<file path="src/design/mpct_pkg.sv">
// Shared types and constants for the mouse packet cursor tracker.
// No dependencies; compile first.
`timescale 1ns / 1ps

package mpct_pkg;

	localparam int unsigned COORD_W = 10;
	localparam int unsigned BYTE_W  = 8;
	localparam int unsigned CFG_IDX_W = 1;

	// Configuration register indexes
	localparam logic [CFG_IDX_W-1:0] CFG_X_LIMIT = 1'b0;
	localparam logic [CFG_IDX_W-1:0] CFG_Y_LIMIT = 1'b1;

	localparam logic [COORD_W-1:0] X_LIMIT_RST = 10'd319;
	localparam logic [COORD_W-1:0] Y_LIMIT_RST = 10'd239;
	localparam logic [COORD_W-1:0] POS_X_RST   = 10'd160;
	localparam logic [COORD_W-1:0] POS_Y_RST   = 10'd120;

	// ceil(2^10 / 5): exact quotient for magnitudes up to 128
	localparam logic [7:0] DIV5_RECIP = 8'd205;
	localparam int unsigned DIV5_SHIFT = 10;

	// Where the next byte lands in the three-byte packet
	typedef enum logic [1:0] {
		POS_STATUS = 2'd0,
		POS_X      = 2'd1,
		POS_Y      = 2'd2
	} byte_pos_t;

	typedef struct packed {
		logic [BYTE_W-1:0] rx_byte;
	} rx_word_t;

	typedef struct packed {
		logic [COORD_W-1:0] cursor_x;
		logic [COORD_W-1:0] cursor_y;
		logic               button_pressed;
	} cursor_word_t;

endpackage

</file>
<file path="src/design/mpct_if.sv">
// Valid/ready stream interfaces for received mouse bytes and cursor results.
// Depends on mpct_pkg.
`timescale 1ns / 1ps

interface mpct_rx_if import mpct_pkg::*; ();
	logic     valid;
	logic     ready;
	rx_word_t data;

	modport source (output valid, output data, input ready);
	modport sink (input valid, input data, output ready);
endinterface

interface mpct_cursor_if import mpct_pkg::*; ();
	logic         valid;
	logic         ready;
	cursor_word_t data;

	modport source (output valid, output data, input ready);
	modport sink (input valid, input data, output ready);
endinterface

</file>
<file path="src/design/mouse_packet_cursor_tracker.sv">
// Top level of the mouse packet cursor tracker: byte framing, motion scaling,
// clamped cursor update. Depends on mpct_pkg and the stream interfaces in mpct_if.
`timescale 1ns / 1ps

// Accepts one received mouse byte per word on rx and groups every three words
// into a packet (status, X motion, Y motion); framing comes from a byte count
// only, with no status-bit resynchronization. On the Y byte both motion bytes are
// taken as signed, divided by 5 toward zero, added to the held cursor position and
// clamped to 0..x_limit / 0..y_limit, and one word goes out on cursor with the new
// position and the left-button bit. The block takes one byte per cycle while no Y
// byte waits on a stalled cursor: a byte is held in the input register, and the
// packet math is combinational between that register and the output register, so
// a Y byte's result is loaded into the output register as the byte leaves the
// input register. The output register holds a result while cursor is stalled;
// status and X bytes still pass through meanwhile, and only a Y byte waits for the
// output register to free up. The user must write limits via cfg_we/cfg_index/
// cfg_data only while idle; the block does not enforce it. Limits take effect at
// the next completed packet, where the held position is clamped even if the
// motion is zero. Reset position is 160,120 and reset limits are 319,239.
module mouse_packet_cursor_tracker import mpct_pkg::*; (
	input  logic                 clk,
	input  logic                 arst_n,
	input  logic                 cfg_we,
	input  logic [CFG_IDX_W-1:0] cfg_index,
	input  logic [COORD_W-1:0]   cfg_data,
	mpct_rx_if.sink              rx,
	mpct_cursor_if.source        cursor
);

	// Configuration
	logic [COORD_W-1:0] x_limit_q;
	logic [COORD_W-1:0] y_limit_q;

	// Input register
	logic              valid_s1;
	logic [BYTE_W-1:0] rx_byte_s1;

	// Packet state
	byte_pos_t          pos_q;
	byte_pos_t          pos_d;
	logic [BYTE_W-1:0]  status_q;
	logic [BYTE_W-1:0]  x_motion_q;
	logic [COORD_W-1:0] pos_x_q;
	logic [COORD_W-1:0] pos_y_q;

	// Output register
	logic               out_valid_q;
	logic [COORD_W-1:0] cursor_x_q;
	logic [COORD_W-1:0] cursor_y_q;
	logic               button_q;

	logic               out_free;
	logic               is_y_byte;
	logic               s1_go;
	logic               emit;
	logic [COORD_W-1:0] next_x;
	logic [COORD_W-1:0] next_y;

	// Signed byte divided by 5, truncated toward zero: -25..25.
	function automatic logic signed [COORD_W:0] scale_motion(input logic [BYTE_W-1:0] b);
		logic [BYTE_W-1:0]  mag;
		logic [14:0]        prod;
		logic [COORD_W:0]   quo;
		begin
			mag  = b[BYTE_W-1] ? BYTE_W'(-b) : b;
			prod = 15'(mag) * 15'(DIV5_RECIP);
			quo  = (COORD_W+1)'(prod >> DIV5_SHIFT);
			return b[BYTE_W-1] ? $signed(-quo) : $signed(quo);
		end
	endfunction

	// Add motion to a coordinate and clamp to 0..limit.
	function automatic logic [COORD_W-1:0] move_clamped(
		input logic [COORD_W-1:0]        pos,
		input logic signed [COORD_W:0]   delta,
		input logic [COORD_W-1:0]        limit
	);
		logic signed [COORD_W+1:0] sum;
		begin
			sum = $signed({2'b00, pos}) + (COORD_W+2)'(delta);
			if (sum < 0) begin
				return '0;
			end else if (sum[COORD_W:0] > {1'b0, limit}) begin
				return limit;
			end else begin
				return sum[COORD_W-1:0];
			end
		end
	endfunction

	// Hold limits; the user must write them only while idle, the block does not enforce it.
	always_ff @(posedge clk or negedge arst_n) begin
		if (!arst_n) begin
			x_limit_q <= X_LIMIT_RST;
			y_limit_q <= Y_LIMIT_RST;
		end else if (cfg_we) begin
			unique case (cfg_index)
				CFG_X_LIMIT: x_limit_q <= cfg_data;
				CFG_Y_LIMIT: y_limit_q <= cfg_data;
				default: ;
			endcase
		end
	end

	// Status and X bytes drain at once; a Y byte needs room at the output.
	assign out_free  = !out_valid_q || cursor.ready;
	assign is_y_byte = (pos_q == POS_Y);
	assign s1_go     = valid_s1 && (!is_y_byte || out_free);
	assign emit      = s1_go && is_y_byte;
	assign rx.ready  = !valid_s1 || s1_go;

	always_ff @(posedge clk or negedge arst_n) begin
		if (!arst_n) begin
			valid_s1 <= 1'b0;
		end else if (rx.ready) begin
			valid_s1 <= rx.valid;
		end
	end

	always_ff @(posedge clk) begin
		if (rx.valid && rx.ready) begin
			rx_byte_s1 <= rx.data.rx_byte;
		end
	end

	// Next byte slot; the unused code is handled like status and moves on to X.
	always_comb begin
		pos_d = pos_q;
		if (s1_go) begin
			unique case (pos_q)
				POS_STATUS: pos_d = POS_X;
				POS_X:      pos_d = POS_Y;
				POS_Y:      pos_d = POS_STATUS;
				default:    pos_d = POS_X;
			endcase
		end
	end

	always_ff @(posedge clk or negedge arst_n) begin
		if (!arst_n) begin
			pos_q <= POS_STATUS;
		end else begin
			pos_q <= pos_d;
		end
	end

	assign next_x = move_clamped(pos_x_q, scale_motion(x_motion_q), x_limit_q);
	assign next_y = move_clamped(pos_y_q, scale_motion(rx_byte_s1), y_limit_q);

	// Store packet bytes and advance the cursor on the Y byte.
	always_ff @(posedge clk or negedge arst_n) begin
		if (!arst_n) begin
			status_q   <= '0;
			x_motion_q <= '0;
			pos_x_q    <= POS_X_RST;
			pos_y_q    <= POS_Y_RST;
		end else if (s1_go) begin
			priority case (pos_q)
				POS_X: x_motion_q <= rx_byte_s1;
				POS_Y: begin
					pos_x_q <= next_x;
					pos_y_q <= next_y;
				end
				default: status_q <= rx_byte_s1;
			endcase
		end
	end

	always_ff @(posedge clk or negedge arst_n) begin
		if (!arst_n) begin
			out_valid_q <= 1'b0;
		end else if (out_free) begin
			out_valid_q <= emit;
		end
	end

	always_ff @(posedge clk) begin
		if (emit) begin
			cursor_x_q <= next_x;
			cursor_y_q <= next_y;
			button_q   <= status_q[0];
		end
	end

	assign cursor.valid               = out_valid_q;
	assign cursor.data.cursor_x       = cursor_x_q;
	assign cursor.data.cursor_y       = cursor_y_q;
	assign cursor.data.button_pressed = button_q;

	// A completed packet always lands in the output register.
	a_emit_lands: assert property (@(posedge clk) disable iff (!arst_n)
		emit |=> out_valid_q)
		else $error("completed packet did not reach output register");

	// A pending result is never overwritten.
	a_no_overwrite: assert property (@(posedge clk) disable iff (!arst_n)
		(out_valid_q && !cursor.ready) |-> !emit)
		else $error("result overwritten while stalled");

	// Framing returns to the status slot after each packet.
	a_frame_wrap: assert property (@(posedge clk) disable iff (!arst_n)
		emit |=> (pos_q == POS_STATUS))
		else $error("byte position did not wrap after packet");

	// An empty input register always takes a byte.
	a_s1_ready: assert property (@(posedge clk) disable iff (!arst_n)
		!valid_s1 |-> rx.ready)
		else $error("input stalled with empty input register");

	// The cursor position stays within the limits after a packet.
	a_clamped: assert property (@(posedge clk) disable iff (!arst_n)
		emit |=> (pos_x_q <= $past(x_limit_q)) && (pos_y_q <= $past(y_limit_q)))
		else $error("cursor position exceeds limit");

endmodule

</file>
<file path="src/flat_wrapper.sv">
// flat-port wrapper written by rule: the top's interface ports become plain ports
module mouse_packet_cursor_tracker_flat import mpct_pkg::*;
  (clk, arst_n, cfg_we, cfg_index, cfg_data, rx_valid, rx_data, rx_ready, cursor_valid, cursor_data, cursor_ready);
  mpct_rx_if rx_i ();
  mpct_cursor_if cursor_i ();
  input  logic clk;
  input  logic arst_n;
  input  logic cfg_we;
  input  logic [CFG_IDX_W-1:0] cfg_index;
  input  logic [COORD_W-1:0] cfg_data;
  input wire logic [$bits(rx_i.valid)-1:0] rx_valid;
  input wire logic [$bits(rx_i.data)-1:0] rx_data;
  output wire logic [$bits(rx_i.ready)-1:0] rx_ready;
  output wire logic [$bits(cursor_i.valid)-1:0] cursor_valid;
  output wire logic [$bits(cursor_i.data)-1:0] cursor_data;
  input wire logic [$bits(cursor_i.ready)-1:0] cursor_ready;
  assign rx_i.valid = rx_valid;
  assign rx_i.data = rx_data;
  assign rx_ready = rx_i.ready;
  assign cursor_valid = cursor_i.valid;
  assign cursor_data = cursor_i.data;
  assign cursor_i.ready = cursor_ready;
  mouse_packet_cursor_tracker u_core (.clk(clk), .arst_n(arst_n), .cfg_we(cfg_we), .cfg_index(cfg_index), .cfg_data(cfg_data), .rx(rx_i), .cursor(cursor_i));
endmodule
</file>
<file path="config.mk">
export PLATFORM = sky130hd
export DESIGN_NAME = mouse_packet_cursor_tracker_flat
export DESIGN_NICKNAME = d
export VERILOG_FILES = /design/src/design/mpct_pkg.sv /design/src/design/mpct_if.sv /design/src/design/mouse_packet_cursor_tracker.sv /design/src/flat_wrapper.sv
export SDC_FILE = /design/constraint.sdc
export NUM_CORES = 1
export LEC_CHECK = 0
export ABC_AREA = 1
export BUFFER_PORTS_ARGS = -buffer_cell sky130_fd_sc_hd__buf_2
export CAP_MARGIN = 20
export CORE_MARGIN = 3
export CORE_UTILIZATION = 25
export DETAILED_ROUTE_END_ITERATION = 8
export REMOVE_ABC_BUFFERS = 1
export SYNTH_ARGS = -nofsm -noshare
export SYNTH_HDL_FRONTEND = slang
export SYNTH_SLANG_ARGS = --single-unit
</file>
<file path="constraint.sdc">
create_clock -name clk -period 7.84 [get_ports clk]
set_clock_uncertainty 0.2 [all_clocks]
set_input_delay 1.568 -clock clk [delete_from_list [all_inputs] [get_ports clk]]
set_output_delay 1.568 -clock clk [all_outputs]
set_load 0.1 [all_outputs]
</file>
== Word-level counts from Yosys, hierarchy flattened ==
Cells that the tools add are included.

* Add/subtract/negate cells: 6
* $mul: 2
* $lt $le $gt $ge: 4
* Eq/ne operators: 2
* Multiplexer cells: 9
* Bitwise gates (word level): 2
* Reduce and logical (&&, ||, !) cells: 15

{| class="wikitable"
|+ Operator list
! operator !! number
|-
| two-way mux 10 bit || 4
|-
| multiplier 8 x 8 -> 15 bit (second input constant) || 2
|-
| adder 11 x 11 -> 12 bit || 2
|-
| less-than comparator 12 x 1 -> 1 bit (second input constant) || 2
|-
| > comparator 11 x 10 -> 1 bit || 2
|-
| two-way mux 11 bit || 2
|-
| negator 5 -> 11 bit || 2
|-
| two-way mux 8 bit || 2
|-
| negator 8 bit || 2
|-
| AND reduction 2 bit || 5
|-
| one-hot mux 2 bit (2 select lines) || 1
|-
| logical AND 1 bit || 3
|-
| logical NOT 1 bit || 3
|-
| logical OR 1 bit || 3
|-
| equality test 2 x 1 -> 1 bit (second input constant) || 1
|-
| equality test 2 bit (second input constant) || 1
|-
| NOT 1 bit || 2
|-
| OR reduction 2 bit || 1
|}

* Bits in registers: 82
* Bits of input ports: 24
* Output and inout bits: 23
* Logic and storage cells: 53

== Depth between registers and ports, before layout ==
Gate-level depths: netlist of the first run.

* Depth after elaboration: 9
* Mapped depth: 48
* Depth with buffers taken out: 48

== Worst setup path before layout of the first run ==
OpenSTA, ideal clock, no wires.

* Path kind: reg2reg
* From: register u_core.x_motion_q[0]
* To: register u_core.cursor_x_q[0] (data pin)
* Library setup time: 0.256 ns
* Arrival time: 7.683 ns
* Data required time: 7.384 ns
* Path slack: -0.299 ns
* Cell stages (with the launch flop): 44
* Path buffers: 1
* Clock period less this slack: 8.139 ns
* Cell sequence: dfrtp_1 inv_1 ha_1 nand2_2 o41ai_1 xor2_1 ha_1 inv_1 fa_1 inv_1 fa_1 inv_1 fa_1 inv_1 ha_1 nand2_1 inv_1 nand2_1 [8 not listed] nand2_1 o21ai_0 ha_1 inv_1 nor3_1 nand2_1 o211ai_1 a21oi_1 or2_2 nand2_1 inv_1 ha_1 nand2_1 o41ai_1 clkbuf_1 nand4_1 nand2_1 nor2_1

* Word-level cells in the longest chain between the ends: 9
* Elaborated cells between the ends (all ways): 10
* Classes of those cells: 3 x add/sub; 1 x mul; 2 x order compare; 4 x mux

{| class="wikitable"
|+ RTL lines
! element !! line !! source
|-
| start: declaration || mouse_packet_cursor_tracker.sv:42 || <nowiki>logic [BYTE_W-1:0] x_motion_q;</nowiki>
|-
| start signal: assignment || mouse_packet_cursor_tracker.sv:159 || <nowiki>POS_X: x_motion_q <= rx_byte_s1;</nowiki>
|-
| negator 8 bit || mouse_packet_cursor_tracker.sv:65 || <nowiki>mag = b[BYTE_W-1] ? BYTE_W'(-b) : b;</nowiki>
|-
| two-way mux 8 bit (*) || mouse_packet_cursor_tracker.sv:65 ||
|-
| multiplier 8 x 8 -> 15 bit (*) || mouse_packet_cursor_tracker.sv:66 || <nowiki>prod = 15'(mag) * 15'(DIV5_RECIP);</nowiki>
|-
| negator 5 -> 11 bit || mouse_packet_cursor_tracker.sv:68 || <nowiki>return b[BYTE_W-1] ? $signed(-quo) : $signed(quo);</nowiki>
|-
| two-way mux 11 bit (*) || mouse_packet_cursor_tracker.sv:68 ||
|-
| adder 11 x 11 -> 12 bit (*) || mouse_packet_cursor_tracker.sv:80 || <nowiki>sum = $signed({2'b00, pos}) + (COORD_W+2)'(delta);</nowiki>
|-
| > comparator 11 x 10 -> 1 bit || mouse_packet_cursor_tracker.sv:83 || <nowiki>end else if (sum[COORD_W:0] > {1'b0, limit}) begin</nowiki>
|-
| two-way mux 10 bit || mouse_packet_cursor_tracker.sv:83 ||
|-
| two-way mux 10 bit (*) || mouse_packet_cursor_tracker.sv:81 || <nowiki>if (sum < 0) begin</nowiki>
|-
| via u_core.next_x[0] || mouse_packet_cursor_tracker.sv:56 || <nowiki>logic [COORD_W-1:0] next_x;</nowiki>
|-
| end signal: assignment || mouse_packet_cursor_tracker.sv:179 || <nowiki>cursor_x_q <= next_x;</nowiki>
|-
| end: declaration || mouse_packet_cursor_tracker.sv:48 || <nowiki>logic [COORD_W-1:0] cursor_x_q;</nowiki>
|}

Mark *: on every way through the listed nets, which the timed path passes. The rest lies on a longest branch.
A chain may end at the register's enable or synchronous reset.

== Worst setup path after layout of the first run ==
* From: register u_core.x_motion_q[0]
* To: register u_core.cursor_x_q[4] (data pin)

Same word-level chain as after synthesis.

==> impl_metrics.yaml, run 1 <==
critical_path:
  cp-end-kind: "flop"
  path_max_fanout: 6
  rr_worst_depth: 42
  cp_num_buf_inv: 9
  r2r_start: "u_core.x_motion_q[0]"
  crit_path_start: "u_core.x_motion_q[0]"
  worst_path_max_delay_cell: "fa_1"
  regToRegSetupSlack_ps: 20
  timing.rr.end: "u_core.cursor_x_q[4]"
  worstPathRequired_ps: 7840
  crit_path_start_kind: "flop"
  max_stage_delay_ps: 490
  crit_arrival_ps: 7820
  worstSetupPathType: "flop to flop"
  cpLargestDelayFamily: "adder cells"
sta:
  relSlewSlack: 0.490
  rsz0062_at_grt: "yes"
  worst_pin_slew_ps: 765
  setup_viol: 0
  timing.fmax_mhz: 128
  slew_violations: 0
  finalCritPeriodShare: 0.997
  fin_crit_ps: 7820
  finalHoldViolations: 0
route:
  initialDrtViolationCount: 313
  firstDrtPassIters: 5
  routed_wl_um: 21600
  routedWlPerCell_um: 13.3
  drc_errors: 0
  dr_total_vias: 7252
  antenna_left: 0
  via_per_inst: 4.48
synth:
  synth_seq_cells: 82
  synth_cells: 989
  synth_area_leader_cell: "ha_1"
  yosys_warnings: 0
  yosysMostFrequentCell: "nand2_1"
  synth_top_area_frac: 0.198
  seq_area_frac_synth: 0.284
  ys_async_sr_fraction: 0.646
  yosys-top-cells-count: "nand2_1 (238), inv_1 (182), ha_1 (124)"
  synth.distinct_cells: 44
  synth_flop_cell: "dfrtp_1"
  synth.avg_cell_area_um2: 7.91
  synth-edff-count: 29
  netlist_area_um2: 7820
  ys_top_cells_by_area: "ha_1 (20%), nand2_1 (11%), edfxtp_1 (11%)"
placement:
  dp_hpwl_um: 15900
  gp_congestion: 0.846
  numPlacedInstances: 1567
  portBuffers: 46
clocking:
  clock-sinks: 82
  cts_tree: "done"
  clk_pin_slew_ps: 70
  htreeDepth: 3
  clkLatencyLatePin_ps: 350
  clockBufferDepth: 2
  clockRootBuffer: "clkbuf_16"
  numCtsBuffers: 9
cells_and_area:
  multi_input_area_um2: 5710
  final_cells: 1620
  area_growth_pct: 42.1
  fin_nets: 1391
  drive_above_1_share: 0.360
  final-seq-area_um2: 2220
  antennaDiodeCount: 0
  n_fill_cell: 3131
floorplanning:
  coreArea_um2: 30700
  die_area_um2: 33400
  die_w_um: 183
  rows: 64
  dieHeight_um: 183
  start_util: 0.254
  io_pins: 47
min_path:
  hold_depth: 0
  hp-start: "u_core.status_q[0]"
  hold_path_class: "flop to flop"
  worstHoldEndpoint: "u_core.button_q"
global_routing:
  grt_pass1_vias: 7248
  grt_util_met3: 0.0167
  globalRouteMet1Util: 0.155
  grt_pass1_wl_um: 34400
  grt-ovfl-total: 0
  grt_use_total: 0.125
  grt_max_degree: 54
  grt-busiest-layer: "met2"
  use_met2: 0.224
  antenna_found_initial: 1
outcome:
  status: "finished, final reports clean"
job:
  maxCapViolCount: 0
cell families after synthesis:
kind of cell,after synthesis,synth area share
xor gates and xnor gates,36,0.0403
and+or+nand+nor,399,0.227
AOI/OAI and AO/OA,118,0.0843
buffers and inverters,205,0.103
muxes,1,0.00144
adders and majority gates,148,0.260
DFF,82,0.284
final cells by class:
cell class,count,share of cell area
Clock buffer,9,0.0203
Inverter,185,0.0627
Multi-Input combinational cell,705,0.513
Clock inverter,7,0.00552
Timing Repair Buffer,236,0.154
Sequential cell,82,0.200
Tap cell,396,0.0446
per-stage QoR:
stage	TNS [ps]	worst slack, ps	util	hold WS, ps	area (um^2)
2_1_floorplan	-21600	-809	-	225	7710
3_3_place_gp	-24790	-719	0.313	238	9610
3_5_place_dp	-29830	-847	0.313	241	9610
4_1_cts	-1.14	-1.14	0.338	255	10400
5_1_grt	-10570	-389	0.361	257	11100
6_report	0	21.2	0.361	260	11100
metal layers:
layer / up-vias / part of all wire
li1: 3697 / -
met1: 3408 / 0.44
met2: 111 / 0.51
met3: 34 / 0.029
met4: 2 / 0.025
met5: - / 0.00060
cell usage in the layout (no fill, tap or decap), drive strengths merged, types with 7 or more instances in the layout:
cell    count
dfstp      20
fa         24
ha        124
edfxtp     29
buf       236
a21oi      38
o21ai      54
nor2       52
dfrtp      33
xor2       26
nand2     246
nor3        7
inv       188
clkbuf      9
nand4      48
xnor2      10
nand3      36
flip-flops by register name, summed over array words and instances (netlist names), 8 cells and up:
name,flops
u_core.cursor_y_q,10
u_core.pos_x_q,10
u_core.rx_byte_s1,8
u_core.x_limit_q,10
u_core.x_motion_q,8
u_core.cursor_x_q,10
u_core.pos_y_q,10
u_core.y_limit_q,10
worst max-delay path by stage:
stage / depth (start not counted) / end
2_1_floorplan: 42 / u_core.cursor_x_q[8]
3_3_place_gp: 43 / u_core.pos_y_q[8]
3_5_place_dp: 42 / u_core.cursor_y_q[5]
4_1_cts: 38 / u_core.cursor_y_q[5]
5_1_grt: 43 / u_core.cursor_y_q[4]
6_report: 42 / u_core.cursor_x_q[4]
repair_timing:
| item | in CTS | in global routing |
|---|---|---|
| hold buffers | 0 | 0 |
| setup endpoints to repair | 40 | 40 |
| gates resized for setup | 69 | 131 |
| buffers inserted | 24 | 12 |
| cloned | 2 | 1 |
| pin swaps | 54 | 109 |
Power of run 1 is not shown: default switching activity piles up to over one toggle a cycle in this logic, so the estimate is an artifact.
==> run 2, diff against run 1 <==
--- a/config.mk
+++ b/config.mk
@@ -6,12 +6,12 @@
 export NUM_CORES = 1
 export LEC_CHECK = 0
 export ABC_AREA = 1
+export ABC_CLOCK_PERIOD_IN_PS = 7840
 export BUFFER_PORTS_ARGS = -buffer_cell sky130_fd_sc_hd__buf_2
 export CAP_MARGIN = 20
 export CORE_MARGIN = 3
 export CORE_UTILIZATION = 25
 export DETAILED_ROUTE_END_ITERATION = 8
-export REMOVE_ABC_BUFFERS = 1
 export SYNTH_ARGS = -nofsm -noshare
 export SYNTH_HDL_FRONTEND = slang
 export SYNTH_SLANG_ARGS = --single-unit
==> impl_metrics.yaml, run 2 (synthesis gave the netlist of run 1 again) <==
floorplanning:
  coreArea_um2: 30700
  io_pins: 47
  die_area_um2: 33400
  rows: 64
  dieHeight_um: 183
  die_w_um: 183
  start_util: 0.254
cells_and_area:
  layout_commonest_cell: "nand2_1"
  area_growth_pct: 39.3
  layout_common_cells: "nand2_1 (205), buf_4 (164), inv_1 (159)"
  fin_nets: 1375
  final_area_um2: 10900
  antennaDiodeCount: 0
  drive_above_1_share: 0.353
critical_path:
  max_stage_delay_ps: 540
  worstSetupPathType: "flop to flop"
  cp_num_buf_inv: 10
  cpLargestDelayFamily: "adder cells"
  cp-end-kind: "flop"
  worstPathRequired_ps: 7750
  crit_arrival_ps: 7730
  path_max_fanout: 5
  crit_path_frequent_cell: "inv_2"
  worst_path_max_delay_cell: "fa_1"
  crit_path_start_kind: "flop"
placement:
  pre_cts_ws_ps: -649
  portBuffers: 46
  gp_congestion: 0.908
  dpl_cell_area_um2: 9490
  dp_hpwl_um: 16300
synth:
  syn_nets: 1161
route:
  routedWlPerCell_um: 13.5
  initialDrtViolationCount: 382
  drc_errors: 0
  firstDrtPassIters: 5
  dr_total_vias: 7257
  routed_wl_um: 21700
  via_per_inst: 4.52
  antenna_left: 0
global_routing:
  grt-ovfl-total: 0
  antenna_found_initial: 0
  grt_pass1_vias: 7231
  grt_use_total: 0.125
  grt_pass1_wl_um: 34300
  grt_max_degree: 54
sta:
  relSlewSlack: 0.397
  timing.fmax_mhz: 128
  setup_ws_ps: 12.3
  finalHoldViolations: 0
  setup_viol: 0
  rsz0062_at_grt: "yes"
  fin_tns_setup_ps: 0
  fin_crit_ps: 7830
  hold_ws_ps: 279
  worst_pin_slew_ps: 902
  finalCritPeriodShare: 0.998
  slew_violations: 0
clocking:
  clock-sinks: 82
  cts_tree: "done"
  clockRootBuffer: "clkbuf_16"
  clkLatencyLatePin_ps: 350
  htreeDepth: 3
  clockBufferDepth: 2
  numCtsBuffers: 9
  clk_pin_slew_ps: 70
outcome:
  status: "finished, final reports clean"
min_path:
  hold_path_class: "flop to flop"
job:
  maxCapViolCount: 0
==> run 2: cell count changes in the layout (fill, tap and decap cells not counted), sizes merged <==
cell      previous run  this run
buf                236       221
o41ai                3         2
clkinv               3         2
clkinvlp             1         2
==> run 2: final timing paths <==
kind / start / endpoint / slack [ps] / depth (start not counted)
worst min register to register: u_core.pos_x_q[5] / u_core.pos_x_q[5] / 280 / 2
max in group asynchronous: arst_n / u_core.x_motion_q[7] / 5750 / 2
worst min-delay path: u_core.pos_x_q[5] / u_core.pos_x_q[5] / 280 / 2
worst max register to register: u_core.rx_byte_s1[0] / u_core.cursor_y_q[0] / 10 / 41
worst max-delay path: u_core.rx_byte_s1[0] / u_core.cursor_y_q[0] / 10 / 41
min in group asynchronous: arst_n / u_core.valid_s1 / 1160 / 2
==> run 2: metal layers <==
metal  vias to the layer above  routed length [um]  global-route usage
li1                       3661                   -                   -
met3                        47                 778              0.0234
met5                         -                   0                   0
met1                      3387                9540               0.160
met2                       162               10700               0.215
met4                         0                 636              0.0393
==> run 2: tightest hold or removal path, cell delays in order (launching register included) <==
cell,delay (ps)
dfstp_2,380
nand2_1,60
nand2_1,50
==> run 2: cell type report <==
| type | count | area, um^2 |
|---|---|---|
| Fill cell | 3138 | 19900 |
| Multi-Input combinational cell | 704 | 5620 |
| Sequential cell | 82 | 2220 |
| Timing Repair Buffer | 221 | 1590 |
| Inverter | 185 | 694 |
| Tap cell | 396 | 495 |
| Clock buffer | 9 | 225 |
| Clock inverter | 7 | 51.3 |
==> run 2: through the flow <==
step | util | cells
2_1_floorplan | - | 989
3_3_place_gp | 0.309 | 1548
3_5_place_dp | 0.309 | 1548
4_1_cts | 0.333 | 1586
5_1_grt | 0.354 | 1604
6_report | 0.354 | 1604
==> run 2: timing repair <==
action | in CTS | in global routing
cloned | 2 | 0
gates resized for setup | 76 | 118
endpoints found under the setup margin | 40 | 40
setup buffers | 20 | 18
pin swaps | 60 | 104
hold buffers | 0 | 0
Power of run 2 is left out for the same reason.
